==> src/hdl/ptm_pkg.sv <==
package ptm_pkg;

    // operation codes
    localparam logic OP_ADD  = 1'b0;
    localparam logic OP_TICK = 1'b1;

    // waveform codes (sine and triangle share the triangle path)
    localparam logic [1:0] WAVE_SINE     = 2'd0;
    localparam logic [1:0] WAVE_SQUARE   = 2'd1;
    localparam logic [1:0] WAVE_SAWTOOTH = 2'd2;
    localparam logic [1:0] WAVE_TRIANGLE = 2'd3;

    // configuration register indexes
    localparam logic [1:0] REG_ATTACK  = 2'd0;
    localparam logic [1:0] REG_RELEASE = 2'd1;
    localparam logic [1:0] REG_PEAK    = 2'd2;
    localparam logic [1:0] REG_MAX_DUR = 2'd3;

    localparam int CFG_IDX_W  = 2;
    localparam int CFG_DATA_W = 14;

    // configuration reset values
    localparam logic [9:0]  RST_ATTACK  = 10'd80;
    localparam logic [9:0]  RST_RELEASE = 10'd180;
    localparam logic [13:0] RST_PEAK    = 14'd5200;
    localparam logic [11:0] RST_MAX_DUR = 12'd2500;

    // clamp limits: Q12.4 frequency 40..4000 Hz, minimum duration 10 ms
    localparam logic [15:0] FQ_MIN  = 16'd640;
    localparam logic [15:0] FQ_MAX  = 16'd64000;
    localparam logic [15:0] DUR_MIN = 16'd10;

    // phase step = fq * 2^28 / 16000 = fq * 16777 + fq * 27 / 125
    // fq * 27 / 125 = (fq * 27 * 2147484) >> 28, exact for fq * 27 < 2^21
    localparam logic [14:0] STEP_INT   = 15'd16777;
    localparam logic [4:0]  STEP_FRAC  = 5'd27;
    localparam logic [21:0] STEP_RECIP = 22'd2147484;
    localparam int          STEP_SHIFT = 28;

    // shared divider: dividend width and iteration counter width
    localparam int DIV_W  = 40;
    localparam int DIV_CW = 6;

    // command queue depth
    localparam int FIFO_DEPTH = 2;
    localparam int FIFO_AW    = 1;

    typedef struct packed {
        logic [9:0]  attack;
        logic [9:0]  release_len;
        logic [13:0] peak;
        logic [11:0] max_dur;
    } t_cfg;

    // classified command from the front end
    typedef struct packed {
        logic        op;
        logic [1:0]  wave;
        logic [15:0] fq;
        logic [15:0] total;
        logic [19:0] wait_cnt;
    } t_cmd;

    typedef struct packed {
        logic             start;
        logic [DIV_W-1:0] dividend;
        logic [9:0]       divisor;
    } t_div_req;

    typedef struct packed {
        logic             busy;
        logic             done;
        logic [DIV_W-1:0] quotient;
    } t_div_rsp;

endpackage

==> src/hdl/ptm_if.sv <==
interface ptm_in_if;
    logic        valid;
    logic        ready;
    logic        operation;
    logic [1:0]  waveform;
    logic [15:0] frequency_q4;
    logic [15:0] tone_len_ms;
    logic [15:0] lead_in_ms;

    modport source (output valid, operation, waveform, frequency_q4, tone_len_ms, lead_in_ms,
                    input ready);
    modport sink   (input valid, operation, waveform, frequency_q4, tone_len_ms, lead_in_ms,
                    output ready);
endinterface

interface ptm_out_if;
    logic               valid;
    logic               ready;
    logic signed [15:0] sample;
    logic               any_active;

    modport source (output valid, sample, any_active, input ready);
    modport sink   (input valid, sample, any_active, output ready);
endinterface

interface ptm_cfg_if;
    logic                             valid;
    logic                             ready;
    logic [ptm_pkg::CFG_IDX_W-1:0]  index;
    logic [ptm_pkg::CFG_DATA_W-1:0] data;

    modport source (output valid, index, data, input ready);
    modport sink   (input valid, index, data, output ready);
endinterface

==> src/hdl/ptm_front.sv <==
module ptm_front (
    input  ptm_pkg::t_cfg i_cfg,
    ptm_in_if.sink        i_in,
    input  logic          i_full,
    output logic          o_push,
    output ptm_pkg::t_cmd o_cmd
);

    logic [15:0] w_dur_lo;
    logic [15:0] w_dur;

    // accept whenever the queue has room
    assign i_in.ready = !i_full;
    assign o_push     = i_in.valid && !i_full;

    // clamp the word and convert to sample counts
    always_comb begin
        w_dur_lo = (i_in.tone_len_ms < ptm_pkg::DUR_MIN) ? ptm_pkg::DUR_MIN : i_in.tone_len_ms;
        w_dur    = (w_dur_lo > {4'd0, i_cfg.max_dur}) ? {4'd0, i_cfg.max_dur} : w_dur_lo;

        o_cmd.op   = i_in.operation;
        o_cmd.wave = i_in.waveform;
        if (i_in.frequency_q4 < ptm_pkg::FQ_MIN) begin
            o_cmd.fq = ptm_pkg::FQ_MIN;
        end else if (i_in.frequency_q4 > ptm_pkg::FQ_MAX) begin
            o_cmd.fq = ptm_pkg::FQ_MAX;
        end else begin
            o_cmd.fq = i_in.frequency_q4;
        end
        o_cmd.total    = {w_dur[11:0], 4'd0};
        o_cmd.wait_cnt = {i_in.lead_in_ms, 4'd0};
    end

endmodule

==> src/hdl/ptm_fifo.sv <==
module ptm_fifo (
    input  logic          i_clk,
    input  logic          i_rst_n,
    input  logic          i_push,
    input  ptm_pkg::t_cmd i_cmd,
    input  logic          i_pop,
    output ptm_pkg::t_cmd o_cmd,
    output logic          o_full,
    output logic          o_empty
);

    ptm_pkg::t_cmd                r_mem [ptm_pkg::FIFO_DEPTH];
    logic [ptm_pkg::FIFO_AW-1:0]  r_wr;
    logic [ptm_pkg::FIFO_AW-1:0]  r_rd;
    logic [ptm_pkg::FIFO_AW:0]    r_cnt;

    assign o_full  = (r_cnt == (ptm_pkg::FIFO_AW+1)'(ptm_pkg::FIFO_DEPTH));
    assign o_empty = (r_cnt == '0);
    assign o_cmd   = r_mem[r_rd];

    // storage
    always_ff @(posedge i_clk) begin
        if (i_push) begin
            r_mem[r_wr] <= i_cmd;
        end
    end

    // pointers and fill count
    always_ff @(posedge i_clk) begin
        if (!i_rst_n) begin
            r_wr  <= '0;
            r_rd  <= '0;
            r_cnt <= '0;
        end else begin
            if (i_push) begin
                r_wr <= r_wr + 1'b1;
            end
            if (i_pop) begin
                r_rd <= r_rd + 1'b1;
            end
            if (i_push && !i_pop) begin
                r_cnt <= r_cnt + 1'b1;
            end else if (i_pop && !i_push) begin
                r_cnt <= r_cnt - 1'b1;
            end
        end
    end

endmodule

==> src/hdl/ptm_div.sv <==
module ptm_div (
    input  logic              i_clk,
    input  logic              i_rst_n,
    input  ptm_pkg::t_div_req i_req,
    output ptm_pkg::t_div_rsp o_rsp
);

    logic                         r_busy;
    logic                         r_done;
    logic [ptm_pkg::DIV_CW-1:0]   r_cnt;
    logic [9:0]                   r_rem;
    logic [ptm_pkg::DIV_W-1:0]    r_quo;
    logic [9:0]                   r_div;
    logic [10:0]                  w_trial;
    logic                         w_ge;
    logic [10:0]                  w_diff;

    // one restoring step: shift in the next dividend bit
    always_comb begin
        w_trial = {r_rem, r_quo[ptm_pkg::DIV_W-1]};
        w_ge    = (w_trial >= {1'b0, r_div});
        w_diff  = w_trial - {1'b0, r_div};
    end

    assign o_rsp.busy     = r_busy;
    assign o_rsp.done     = r_done;
    assign o_rsp.quotient = r_quo;

    always_ff @(posedge i_clk) begin
        if (!i_rst_n) begin
            r_busy <= 1'b0;
            r_done <= 1'b0;
            r_cnt  <= '0;
        end else if (i_req.start) begin
            r_busy <= 1'b1;
            r_done <= 1'b0;
            r_cnt  <= '0;
            r_rem  <= '0;
            r_quo  <= i_req.dividend;
            r_div  <= i_req.divisor;
        end else if (r_busy) begin
            r_rem <= w_ge ? w_diff[9:0] : w_trial[9:0];
            r_quo <= {r_quo[ptm_pkg::DIV_W-2:0], w_ge};
            r_cnt <= r_cnt + 1'b1;
            if (r_cnt == ptm_pkg::DIV_CW'(ptm_pkg::DIV_W - 1)) begin
                r_busy <= 1'b0;
                r_done <= 1'b1;
            end
        end
    end

endmodule

==> src/hdl/ptm_back.sv <==
module ptm_back #(
    parameter int VOICES = 12
) (
    input  logic              i_clk,
    input  logic              i_rst_n,
    input  ptm_pkg::t_cfg     i_cfg,
    input  logic              i_empty,
    input  ptm_pkg::t_cmd     i_cmd,
    output logic              o_pop,
    output ptm_pkg::t_div_req o_req,
    input  ptm_pkg::t_div_rsp i_rsp,
    ptm_out_if.source         o_out
);

    localparam int VW = (VOICES > 1) ? $clog2(VOICES) : 1;
    localparam logic [VW-1:0] LAST = VW'(VOICES - 1);

    localparam logic [3:0] S_IDLE = 4'd0;
    localparam logic [3:0] S_SCAN = 4'd1;
    localparam logic [3:0] S_STEP = 4'd2;
    localparam logic [3:0] S_TV   = 4'd3;
    localparam logic [3:0] S_ATK  = 4'd4;
    localparam logic [3:0] S_RCHK = 4'd5;
    localparam logic [3:0] S_REL  = 4'd6;
    localparam logic [3:0] S_WAV  = 4'd7;
    localparam logic [3:0] S_WSH  = 4'd8;
    localparam logic [3:0] S_MUL  = 4'd9;
    localparam logic [3:0] S_ACC  = 4'd10;
    localparam logic [3:0] S_OUT  = 4'd11;

    // voice table
    logic [VOICES-1:0] r_act;
    logic [1:0]        r_wave_m  [VOICES];
    logic [31:0]       r_phase_m [VOICES];
    logic [31:0]       r_step_m  [VOICES];
    logic [15:0]       r_total_m [VOICES];
    logic [15:0]       r_pos_m   [VOICES];
    logic [19:0]       r_wait_m  [VOICES];

    logic [3:0]          r_state;
    logic [3:0]          n_state;
    ptm_pkg::t_cmd       r_cmd;
    logic [VW-1:0]       r_vidx;
    logic [VW-1:0]       r_slot;
    logic [20:0]         r_best;
    logic [20:0]         r_frac;
    logic signed [23:0]  r_acc;
    logic                r_any;
    logic [8:0]          r_level;
    logic [15:0]         r_rem;
    logic signed [31:0]  r_prod;
    logic signed [15:0]  r_wv;
    logic signed [25:0]  r_mix;
    logic                r_out_vld;
    logic signed [15:0]  r_sample;
    logic                r_out_any;

    // current voice fields
    logic               w_act;
    logic [1:0]         w_wave;
    logic [31:0]        w_phase;
    logic [15:0]        w_total;
    logic [15:0]        w_pos;
    logic [19:0]        w_wait;
    logic [15:0]        w_pos_inc;
    logic [20:0]        w_left;
    logic               w_last;
    logic               w_load;
    logic               w_add_go;
    logic               w_atk_go;
    logic [42:0]        w_frac_prod;
    logic [31:0]        w_step;
    logic signed [16:0] w_m;
    logic signed [15:0] w_amp;
    logic signed [31:0] w_saw;
    logic signed [15:0] w_tri_part;
    logic signed [25:0] w_mix_rnd;
    logic signed [23:0] w_contrib;
    logic signed [15:0] w_sat;

    always_comb begin
        w_act     = r_act[r_vidx];
        w_wave    = r_wave_m[r_vidx];
        w_phase   = r_phase_m[r_vidx];
        w_total   = r_total_m[r_vidx];
        w_pos     = r_pos_m[r_vidx];
        w_wait    = r_wait_m[r_vidx];
        w_pos_inc = w_pos + 16'd1;
        w_left    = {1'b0, w_wait} + ((w_total > w_pos) ? {5'd0, w_total - w_pos} : 21'd0);
        w_last    = (r_vidx == LAST);
        w_load    = (r_state == S_OUT) && (!r_out_vld || o_out.ready);
        w_add_go  = (r_state == S_IDLE) && !i_empty && (i_cmd.op == ptm_pkg::OP_ADD)
                    && (i_cmd.total != '0);
        w_atk_go  = (r_state == S_TV) && w_act && (w_wait == '0) && (w_pos < w_total)
                    && (w_pos < {6'd0, i_cfg.attack});
    end

    assign o_pop = (r_state == S_IDLE) && !i_empty;

    // phase step: whole part by constant multiply, fraction by reciprocal
    always_comb begin
        w_frac_prod = 43'(r_frac) * 43'(ptm_pkg::STEP_RECIP);
        w_step      = 32'(r_cmd.fq) * 32'(ptm_pkg::STEP_INT)
                      + 32'(w_frac_prod >> ptm_pkg::STEP_SHIFT);
    end

    // divider requests: attack ramp, release ramp
    always_comb begin
        o_req.start    = w_atk_go
                         || ((r_state == S_RCHK) && (r_rem < {6'd0, i_cfg.release_len}));
        o_req.dividend = {16'd0, r_rem, 8'd0};
        o_req.divisor  = i_cfg.release_len;
        if (r_state == S_TV) begin
            o_req.dividend = {16'd0, w_pos, 8'd0};
            o_req.divisor  = i_cfg.attack;
        end
    end

    // waveform datapath pieces
    always_comb begin
        w_amp = $signed({2'b00, i_cfg.peak});
        if ((w_wave == ptm_pkg::WAVE_SAWTOOTH) || w_phase[31]) begin
            w_m = $signed({1'b0, w_phase[31:16]}) - 17'sd32768;
        end else begin
            w_m = $signed({1'b0, w_phase[31:16]});
        end
        // truncate toward zero on the sawtooth scale
        w_saw      = (r_prod + (r_prod[31] ? 32'sd32767 : 32'sd0)) >>> 15;
        w_tri_part = 16'(r_prod >>> 14);
        w_mix_rnd  = (r_mix + (r_mix[25] ? 26'sd255 : 26'sd0)) >>> 8;
        w_contrib  = 24'(w_mix_rnd);
        if (r_acc > 24'sd32767) begin
            w_sat = 16'sd32767;
        end else if (r_acc < -24'sd32768) begin
            w_sat = -16'sd32768;
        end else begin
            w_sat = 16'(r_acc);
        end
    end

    // sequencer
    always_comb begin
        n_state = r_state;
        unique case (r_state)
            S_IDLE: begin
                if (!i_empty) begin
                    if (i_cmd.op == ptm_pkg::OP_TICK) begin
                        n_state = S_TV;
                    end else if (w_add_go) begin
                        n_state = S_SCAN;
                    end
                end
            end
            S_SCAN: begin
                if (!w_act || w_last) begin
                    n_state = S_STEP;
                end
            end
            S_STEP: n_state = S_IDLE;
            S_TV: begin
                if (w_atk_go) begin
                    n_state = S_ATK;
                end else if (w_act && (w_wait == '0) && (w_pos < w_total)) begin
                    n_state = S_RCHK;
                end else if (w_last) begin
                    n_state = S_OUT;
                end
            end
            S_ATK: begin
                if (i_rsp.done) begin
                    n_state = S_RCHK;
                end
            end
            S_RCHK: begin
                n_state = (r_rem < {6'd0, i_cfg.release_len}) ? S_REL : S_WAV;
            end
            S_REL: begin
                if (i_rsp.done) begin
                    n_state = S_WAV;
                end
            end
            S_WAV: n_state = S_WSH;
            S_WSH: n_state = S_MUL;
            S_MUL: n_state = S_ACC;
            S_ACC: n_state = w_last ? S_OUT : S_TV;
            S_OUT: begin
                if (w_load) begin
                    n_state = S_IDLE;
                end
            end
            default: n_state = S_IDLE;
        endcase
    end

    // state, datapath and voice table
    always_ff @(posedge i_clk) begin
        if (!i_rst_n) begin
            r_state   <= S_IDLE;
            r_act     <= '0;
            r_out_vld <= 1'b0;
            r_vidx    <= '0;
        end else begin
            r_state <= n_state;
            if (r_out_vld && o_out.ready && !w_load) begin
                r_out_vld <= 1'b0;
            end
            unique case (r_state)
                S_IDLE: begin
                    if (!i_empty) begin
                        r_cmd  <= i_cmd;
                        r_frac <= 21'(i_cmd.fq) * 21'(ptm_pkg::STEP_FRAC);
                        r_vidx <= '0;
                        r_acc  <= '0;
                        r_any  <= 1'b0;
                        r_best <= '1;
                        r_slot <= '0;
                    end
                end
                S_SCAN: begin
                    if (!w_act) begin
                        r_slot <= r_vidx;
                    end else begin
                        if (w_left < r_best) begin
                            r_best <= w_left;
                            r_slot <= r_vidx;
                        end
                        if (!w_last) begin
                            r_vidx <= r_vidx + 1'b1;
                        end
                    end
                end
                S_STEP: begin
                    r_act[r_slot]     <= 1'b1;
                    r_wave_m[r_slot]  <= r_cmd.wave;
                    r_phase_m[r_slot] <= '0;
                    r_step_m[r_slot]  <= w_step;
                    r_total_m[r_slot] <= r_cmd.total;
                    r_pos_m[r_slot]   <= '0;
                    r_wait_m[r_slot]  <= r_cmd.wait_cnt;
                end
                S_TV: begin
                    r_rem   <= w_total - w_pos;
                    r_level <= 9'd256;
                    if (w_act && (w_wait != '0)) begin
                        r_wait_m[r_vidx] <= w_wait - 20'd1;
                        r_any            <= 1'b1;
                    end else if (w_act && (w_pos >= w_total)) begin
                        r_act[r_vidx] <= 1'b0;
                    end
                    if (!(w_act && (w_wait == '0) && (w_pos < w_total)) && !w_last) begin
                        r_vidx <= r_vidx + 1'b1;
                    end
                end
                S_ATK: begin
                    if (i_rsp.done) begin
                        r_level <= {1'b0, i_rsp.quotient[7:0]};
                    end
                end
                S_RCHK: begin
                end
                S_REL: begin
                    if (i_rsp.done && ({1'b0, i_rsp.quotient[7:0]} < r_level)) begin
                        r_level <= {1'b0, i_rsp.quotient[7:0]};
                    end
                end
                S_WAV: begin
                    r_prod <= w_m * $signed({1'b0, w_amp[14:0]});
                end
                S_WSH: begin
                    if (w_wave == ptm_pkg::WAVE_SQUARE) begin
                        r_wv <= w_phase[31] ? w_amp : -w_amp;
                    end else if (w_wave == ptm_pkg::WAVE_SAWTOOTH) begin
                        r_wv <= 16'(w_saw);
                    end else if (w_phase[31]) begin
                        r_wv <= w_amp - w_tri_part;
                    end else begin
                        r_wv <= w_tri_part - w_amp;
                    end
                end
                S_MUL: begin
                    r_mix <= r_wv * $signed({1'b0, r_level});
                end
                S_ACC: begin
                    r_acc              <= r_acc + w_contrib;
                    r_phase_m[r_vidx]  <= w_phase + r_step_m[r_vidx];
                    r_pos_m[r_vidx]    <= w_pos_inc;
                    if (w_pos_inc >= w_total) begin
                        r_act[r_vidx] <= 1'b0;
                    end else begin
                        r_any <= 1'b1;
                    end
                    if (!w_last) begin
                        r_vidx <= r_vidx + 1'b1;
                    end
                end
                S_OUT: begin
                    if (w_load) begin
                        r_out_vld <= 1'b1;
                        r_sample  <= w_sat;
                        r_out_any <= r_any;
                    end
                end
                default: begin
                end
            endcase
        end
    end

    assign o_out.valid      = r_out_vld;
    assign o_out.sample     = r_sample;
    assign o_out.any_active = r_out_any;

    // divider is never restarted mid-division
    assert property (@(posedge i_clk) disable iff (!i_rst_n)
        o_req.start |-> !i_rsp.busy)
        else $error("divider started while busy");

    // a placed voice is live in the following cycle
    assert property (@(posedge i_clk) disable iff (!i_rst_n)
        (r_state == S_STEP) |=> r_act[$past(r_slot)])
        else $error("added voice not active");

    // a finished tick lands in the output register and the sequencer frees up
    assert property (@(posedge i_clk) disable iff (!i_rst_n)
        w_load |=> (r_out_vld && r_state == S_IDLE))
        else $error("tick result not registered");

    // only the idle sequencer takes words from the queue
    assert property (@(posedge i_clk) disable iff (!i_rst_n)
        (r_state != S_IDLE) |-> !o_pop)
        else $error("queue popped while busy");

endmodule

==> src/hdl/polyphonic_tone_mixer_unit.sv <==
// Polyphonic tone mixer: a table of VOICES phase-accumulator voices mixed to
// one saturated 16-bit sample per tick word.
// Channels: i_in takes words (operation 0 adds a tone, 1 renders a tick);
// o_out gives one word per tick (sample, any_active); i_cfg writes the
// attack, release, peak and max-duration registers (ready is always high).
// A two-entry command queue sits between the input classifier and the voice
// sequencer, so input words keep being taken while the sequencer works.
// Add: take the word, scan for a slot and write the table (the phase step
// comes from a reciprocal multiply); a duration that clamps to zero adds
// nothing. Tick: take the word, visit each voice in turn, render each
// sounding voice, each envelope ramp costing a pass of the shared serial
// divider, and load the result.
// A result is held in the output register while o_out.ready is low; the
// sequencer then waits with the next tick, and the queue fills and drops
// i_in.ready.
// Reset clears all voices, the queue and the output register and restores
// the register defaults; there is no clearing pass.
module polyphonic_tone_mixer_unit #(
    parameter int VOICES = 12
) (
    input  logic       i_clk,
    input  logic       i_rst_n,
    ptm_in_if.sink     i_in,
    ptm_out_if.source  o_out,
    ptm_cfg_if.sink    i_cfg
);

    ptm_pkg::t_cfg     r_cfg;
    ptm_pkg::t_cmd     w_push_cmd;
    ptm_pkg::t_cmd     w_pop_cmd;
    logic              w_push;
    logic              w_pop;
    logic              w_full;
    logic              w_empty;
    ptm_pkg::t_div_req w_req;
    ptm_pkg::t_div_rsp w_rsp;

    // configuration registers
    assign i_cfg.ready = 1'b1;

    always_ff @(posedge i_clk) begin
        if (!i_rst_n) begin
            r_cfg.attack      <= ptm_pkg::RST_ATTACK;
            r_cfg.release_len <= ptm_pkg::RST_RELEASE;
            r_cfg.peak        <= ptm_pkg::RST_PEAK;
            r_cfg.max_dur     <= ptm_pkg::RST_MAX_DUR;
        end else if (i_cfg.valid) begin
            unique case (i_cfg.index)
                ptm_pkg::REG_ATTACK:  r_cfg.attack      <= i_cfg.data[9:0];
                ptm_pkg::REG_RELEASE: r_cfg.release_len <= i_cfg.data[9:0];
                ptm_pkg::REG_PEAK:    r_cfg.peak        <= i_cfg.data[13:0];
                ptm_pkg::REG_MAX_DUR: r_cfg.max_dur     <= i_cfg.data[11:0];
                default: begin
                end
            endcase
        end
    end

    ptm_front u_front (
        .i_cfg  (r_cfg),
        .i_in   (i_in),
        .i_full (w_full),
        .o_push (w_push),
        .o_cmd  (w_push_cmd)
    );

    ptm_fifo u_fifo (
        .i_clk   (i_clk),
        .i_rst_n (i_rst_n),
        .i_push  (w_push),
        .i_cmd   (w_push_cmd),
        .i_pop   (w_pop),
        .o_cmd   (w_pop_cmd),
        .o_full  (w_full),
        .o_empty (w_empty)
    );

    ptm_div u_div (
        .i_clk   (i_clk),
        .i_rst_n (i_rst_n),
        .i_req   (w_req),
        .o_rsp   (w_rsp)
    );

    ptm_back #(
        .VOICES (VOICES)
    ) u_back (
        .i_clk   (i_clk),
        .i_rst_n (i_rst_n),
        .i_cfg   (r_cfg),
        .i_empty (w_empty),
        .i_cmd   (w_pop_cmd),
        .o_pop   (w_pop),
        .o_req   (w_req),
        .i_rsp   (w_rsp),
        .o_out   (o_out)
    );

endmodule
==> src/flat_wrapper.sv <==
// flat-port wrapper written by rule: the top's interface ports become plain ports
module polyphonic_tone_mixer_unit_flat 
#(
    parameter int VOICES = 12
)
  (i_clk, i_rst_n, i_in_valid, i_in_operation, i_in_waveform, i_in_frequency_q4, i_in_tone_len_ms, i_in_lead_in_ms, i_in_ready, o_out_valid, o_out_sample, o_out_any_active, o_out_ready, i_cfg_valid, i_cfg_index, i_cfg_data, i_cfg_ready);
  ptm_in_if i_in_i ();
  ptm_out_if o_out_i ();
  ptm_cfg_if i_cfg_i ();
  input  logic i_clk;
  input  logic i_rst_n;
  input wire logic [$bits(i_in_i.valid)-1:0] i_in_valid;
  input wire logic [$bits(i_in_i.operation)-1:0] i_in_operation;
  input wire logic [$bits(i_in_i.waveform)-1:0] i_in_waveform;
  input wire logic [$bits(i_in_i.frequency_q4)-1:0] i_in_frequency_q4;
  input wire logic [$bits(i_in_i.tone_len_ms)-1:0] i_in_tone_len_ms;
  input wire logic [$bits(i_in_i.lead_in_ms)-1:0] i_in_lead_in_ms;
  output wire logic [$bits(i_in_i.ready)-1:0] i_in_ready;
  output wire logic [$bits(o_out_i.valid)-1:0] o_out_valid;
  output wire logic [$bits(o_out_i.sample)-1:0] o_out_sample;
  output wire logic [$bits(o_out_i.any_active)-1:0] o_out_any_active;
  input wire logic [$bits(o_out_i.ready)-1:0] o_out_ready;
  input wire logic [$bits(i_cfg_i.valid)-1:0] i_cfg_valid;
  input wire logic [$bits(i_cfg_i.index)-1:0] i_cfg_index;
  input wire logic [$bits(i_cfg_i.data)-1:0] i_cfg_data;
  output wire logic [$bits(i_cfg_i.ready)-1:0] i_cfg_ready;
  assign i_in_i.valid = i_in_valid;
  assign i_in_i.operation = i_in_operation;
  assign i_in_i.waveform = i_in_waveform;
  assign i_in_i.frequency_q4 = i_in_frequency_q4;
  assign i_in_i.tone_len_ms = i_in_tone_len_ms;
  assign i_in_i.lead_in_ms = i_in_lead_in_ms;
  assign i_in_ready = i_in_i.ready;
  assign o_out_valid = o_out_i.valid;
  assign o_out_sample = o_out_i.sample;
  assign o_out_any_active = o_out_i.any_active;
  assign o_out_i.ready = o_out_ready;
  assign i_cfg_i.valid = i_cfg_valid;
  assign i_cfg_i.index = i_cfg_index;
  assign i_cfg_i.data = i_cfg_data;
  assign i_cfg_ready = i_cfg_i.ready;
  polyphonic_tone_mixer_unit #(.VOICES(VOICES)) u_core (.i_clk(i_clk), .i_rst_n(i_rst_n), .i_in(i_in_i), .o_out(o_out_i), .i_cfg(i_cfg_i));
endmodule
==> config.mk <==
export PLATFORM = sky130hd
export DESIGN_NAME = polyphonic_tone_mixer_unit_flat
export DESIGN_NICKNAME = d
export VERILOG_FILES = /design/src/hdl/ptm_pkg.sv /design/src/hdl/ptm_if.sv /design/src/hdl/ptm_front.sv /design/src/hdl/ptm_fifo.sv /design/src/hdl/ptm_div.sv /design/src/hdl/ptm_back.sv /design/src/hdl/polyphonic_tone_mixer_unit.sv /design/src/flat_wrapper.sv
export SDC_FILE = /design/constraint.sdc
export NUM_CORES = 2
export LEC_CHECK = 0
export BUFFER_PORTS_ARGS = -buffer_cell sky130_fd_sc_hd__buf_2
export CELL_PAD_IN_SITES_DETAIL_PLACEMENT = 1
export CELL_PAD_IN_SITES_GLOBAL_PLACEMENT = 1
export CORE_MARGIN = 4
export CORE_UTILIZATION = 40
export DETAILED_ROUTE_END_ITERATION = 10
export PLACE_DENSITY = 0.74
export SYNTH_ARGS = -nofsm -noshare
export SYNTH_HDL_FRONTEND = slang
export SYNTH_SLANG_ARGS = --single-unit
export TNS_END_PERCENT = 30
==> constraint.sdc <==
create_clock -name i_clk -period 11.7 [get_ports i_clk]
set_input_delay 1.17 -clock i_clk [delete_from_list [all_inputs] [get_ports i_clk]]
set_output_delay 1.17 -clock i_clk [all_outputs]
set_load 0.005 [all_outputs]
==> results_dict.tcl <==
set metrics [dict create \
    ctsHoldBuffers 0 \
    post-route-drc-count 0 \
    ys_ff_latch 1826 \
    final-hold-violation-count 0 \
    cp-end-kind "flip-flop" \
    synthXorXnorAreaFrac_pct 2.34 \
    final_common_cell "edfxtp_1" \
    finalSetupViolCount 0 \
    path_buf_inv 6 \
    root_buffer "clkbuf_16" \
    area_growth_pct 10.7 \
    cp-start-kind "flip-flop" \
    wl_met3_um 16400 \
    crit_required_ns 12.19 \
    min_period_ns 11.01 \
    fin_worst_skew_ns 0.107 \
    htree_num_levels 4 \
    cp.arrival_ns 11.50 \
    rsz0062_at_grt "false" \
    synthAdderAreaFrac_pct 18.3 \
    cpMostUsedCell "ha_1" \
    antenna_found_initial 10 \
    port_buffers 90 \
    cts_tree "built" \
    numCtsBuffers 197 \
    drive_above_1_share_pct 12.7 \
    clock_path_buffers 4 \
    hp-class "flip-flop to flip-flop" \
    tightestPinTransition_ns 1.31 \
    yosysUniqueCellTypes 92 \
    cpMaxStageDelayCell "xnor2_1" \
    grt_overflow 0 \
    clk_pin_slew_worst_paths_ns 0.06 \
    totalWireLength_um 276000 \
    max_freq_mhz 90.8 \
    layoutNonFillerInstCount 11300 \
    synthesis.nets 8913 \
    vias_per_cell 5.55 \
    synth_area_per_cell_sq_um 13.6 \
    slew_headroom_pct 12.4 \
    synthMuxAreaShare_pct 9.52 \
    place.gp.congestion 0.855 \
    vias 62700 \
    crit_type "flip-flop to flip-flop" \
    fin_area_sq_um 115000 \
    ant_nets 0 \
    core_sq_um 258000 \
    maxCapViolCount 0 \
    ys_warn_count 0 \
    place_area_sq_um 109000 \
    row_count 186 \
    cts_repair_resize_count 0 \
    grt_pass1_wl_um 425000 \
    drt_pass1_iterations 5 \
    netlist_top_cells_area "edfxtp_1 50%, fa_1 9.8%, ha_1 8.5%, mux4_2 7.0%, inv_1 3.4%" \
    async_flop_share_pct 0 \
    insertion_delay_ns 0.88 \
    synth_top_cell_by_area "edfxtp_1" \
    synth_compound_area_share_pct 6.14 \
    place_hpwl_um 188000 \
    routed.top_layer "met5" \
    die_h_um 518 \
    slew_violations 0 \
    cts_setup_buffers 0 \
    fin_ws_ns 0.688 \
    synthesis.area_sq_um 104000 \
    grt_pass1_vias 68500 \
    wl_met1_um 114000 \
    dp_cells 11000 \
    status "completed" \
    cp_max_fo 12 \
    cpPeakStageDelay_ns 0.65 \
    critPathTopFamily "adder cells" \
    syn_inst 7625 \
    pin_count 92 \
    synth_edf_count 1742 \
    drt_iter0_drc 5011 \
    synth_top_family_by_area "adder cells" \
    post-route-period-util_pct 94.1 \
    clock_sinks 1826 \
    die_x_um 518 \
    wl_met2_um 138000 \
    wl_per_cell_um 24.4 \
    die-area_sq_um 268000 \
    initial_core_util_pct 40.3 \
    yosysSeqAreaShare_pct 52.0 \
    final_cell_mix "1742 x edfxtp_1, 940 x inv_1, 706 x ha_1" \
    grt_max_degree 86 \
    yosysTopAreaCellShare_pct 50.4 \
    synthFlopType "edfxtp_1" \
    pre_cts_slack_ns 0.780 \
    final_nets 9053 \
    yosys.area_share.simple_pct 7.09 \
    tns_ns 0 \
    globalRouteTotalUtil_pct 20.4 \
]
[registers in the layout, summed over array words and instances (netlist names), 12 cells and up, named ones only]
register	count
u_core.u_back.r_act	12
u_core.u_back.r_phase_m	384
u_core.u_back.r_frac	20
u_core.u_back.r_wave_m	24
u_core.u_back.r_acc	24
u_core.u_back.r_total_m	144
u_core.u_div.r_quo	40
u_core.u_back.r_step_m	372
u_core.u_fifo.r_mem	94
u_core.u_back.r_wait_m	240
u_core.u_back.o_out.sample	16
u_core.r_cfg	46
u_core.u_back.r_rem	16
u_core.u_back.r_pos_m	192
u_core.u_back.r_wv	16
u_core.u_back.r_best	21
u_core.u_back.r_mix	26
u_core.u_back.r_cmd	46
u_core.u_back.r_prod	32
[logic make-up after synthesis]
kind of cell,Yosys count
simple gates,1531
fa+ha+maj,1216
other cells,1
xor+xnor,276
buf+inv,1216
flops,1826
compound gates,996
mux,563
[stage by stage]
step	hold slack (ns)	utilization [%]
2_1_floorplan	0.400	-
3_3_place_gp	0.460	42.2
3_5_place_dp	0.466	42.2
4_1_cts	0.467	44.6
5_1_grt	0.485	44.6
6_report	0.474	44.6
[per-layer routing]
layer / track usage [%] / up-vias
met4: 5.33 / 4
met1: 26.7 / 32800
met5: 0 / -
li1: - / 27600
met2: 35.4 / 1846
met3: 3.27 / 395
[layout make-up]
cell class / instances / area (sq um)
fill: 26100 / 143000
sequential: 1826 / 54000
multi-input combinational: 4583 / 45500
clock buffer: 234 / 5170
tap: 3384 / 4230
inverter: 951 / 3570
timing repair buffer: 206 / 1360
clock inverter: 113 / 1100
antenna: 4 / 10.0
[synth_stat cells, types with 41 or more instances]
cell type	n
and2_1	215
a21oi_1	267
mux2_2	82
xor2_1	71
nor3_1	54
nand4_1	45
mux4_2	324
nor2b_1	47
ha_1	706
nand2b_1	58
mux2i_1	146
a21o_1	109
nand2_1	512
nand3_1	79
and3_1	60
xnor2_1	204
dfxtp_1	84
edfxtp_1	1742
o21bai_1	41
o21a_1	77
inv_1	940
nor2_1	352
o21ai_0	215
fa_1	510
clkbuf_1	188
[tightest hold or removal path, stage by stage, from the launching register on]
cell      delay, ns
dfxtp_1        0.31
nand2_1        0.05
a21boi_0       0.07
[path summary, 6_finish.rpt]
kind	startpoint	to	slack (ns)	depth (start not counted)
setup / recovery	u_core.u_back.r_frac[12]$_DFFE_PP_	u_core.u_back.r_step_m[6][29]$_DFFE_PP_	0.69	36
hold / removal	u_core.r_cfg[29]$_SDFFE_PN0P_	u_core.r_cfg[29]$_SDFFE_PN0P_	0.47	2
hold reg to reg	u_core.r_cfg[29]$_SDFFE_PN0P_	u_core.r_cfg[29]$_SDFFE_PN0P_	0.47	2
setup reg to reg	u_core.u_back.r_frac[12]$_DFFE_PP_	u_core.u_back.r_step_m[6][29]$_DFFE_PP_	0.69	36
Power is left out: the tool's default activity adds up to more than one toggle a clock period on the data nets, which glitch-free logic cannot reach.
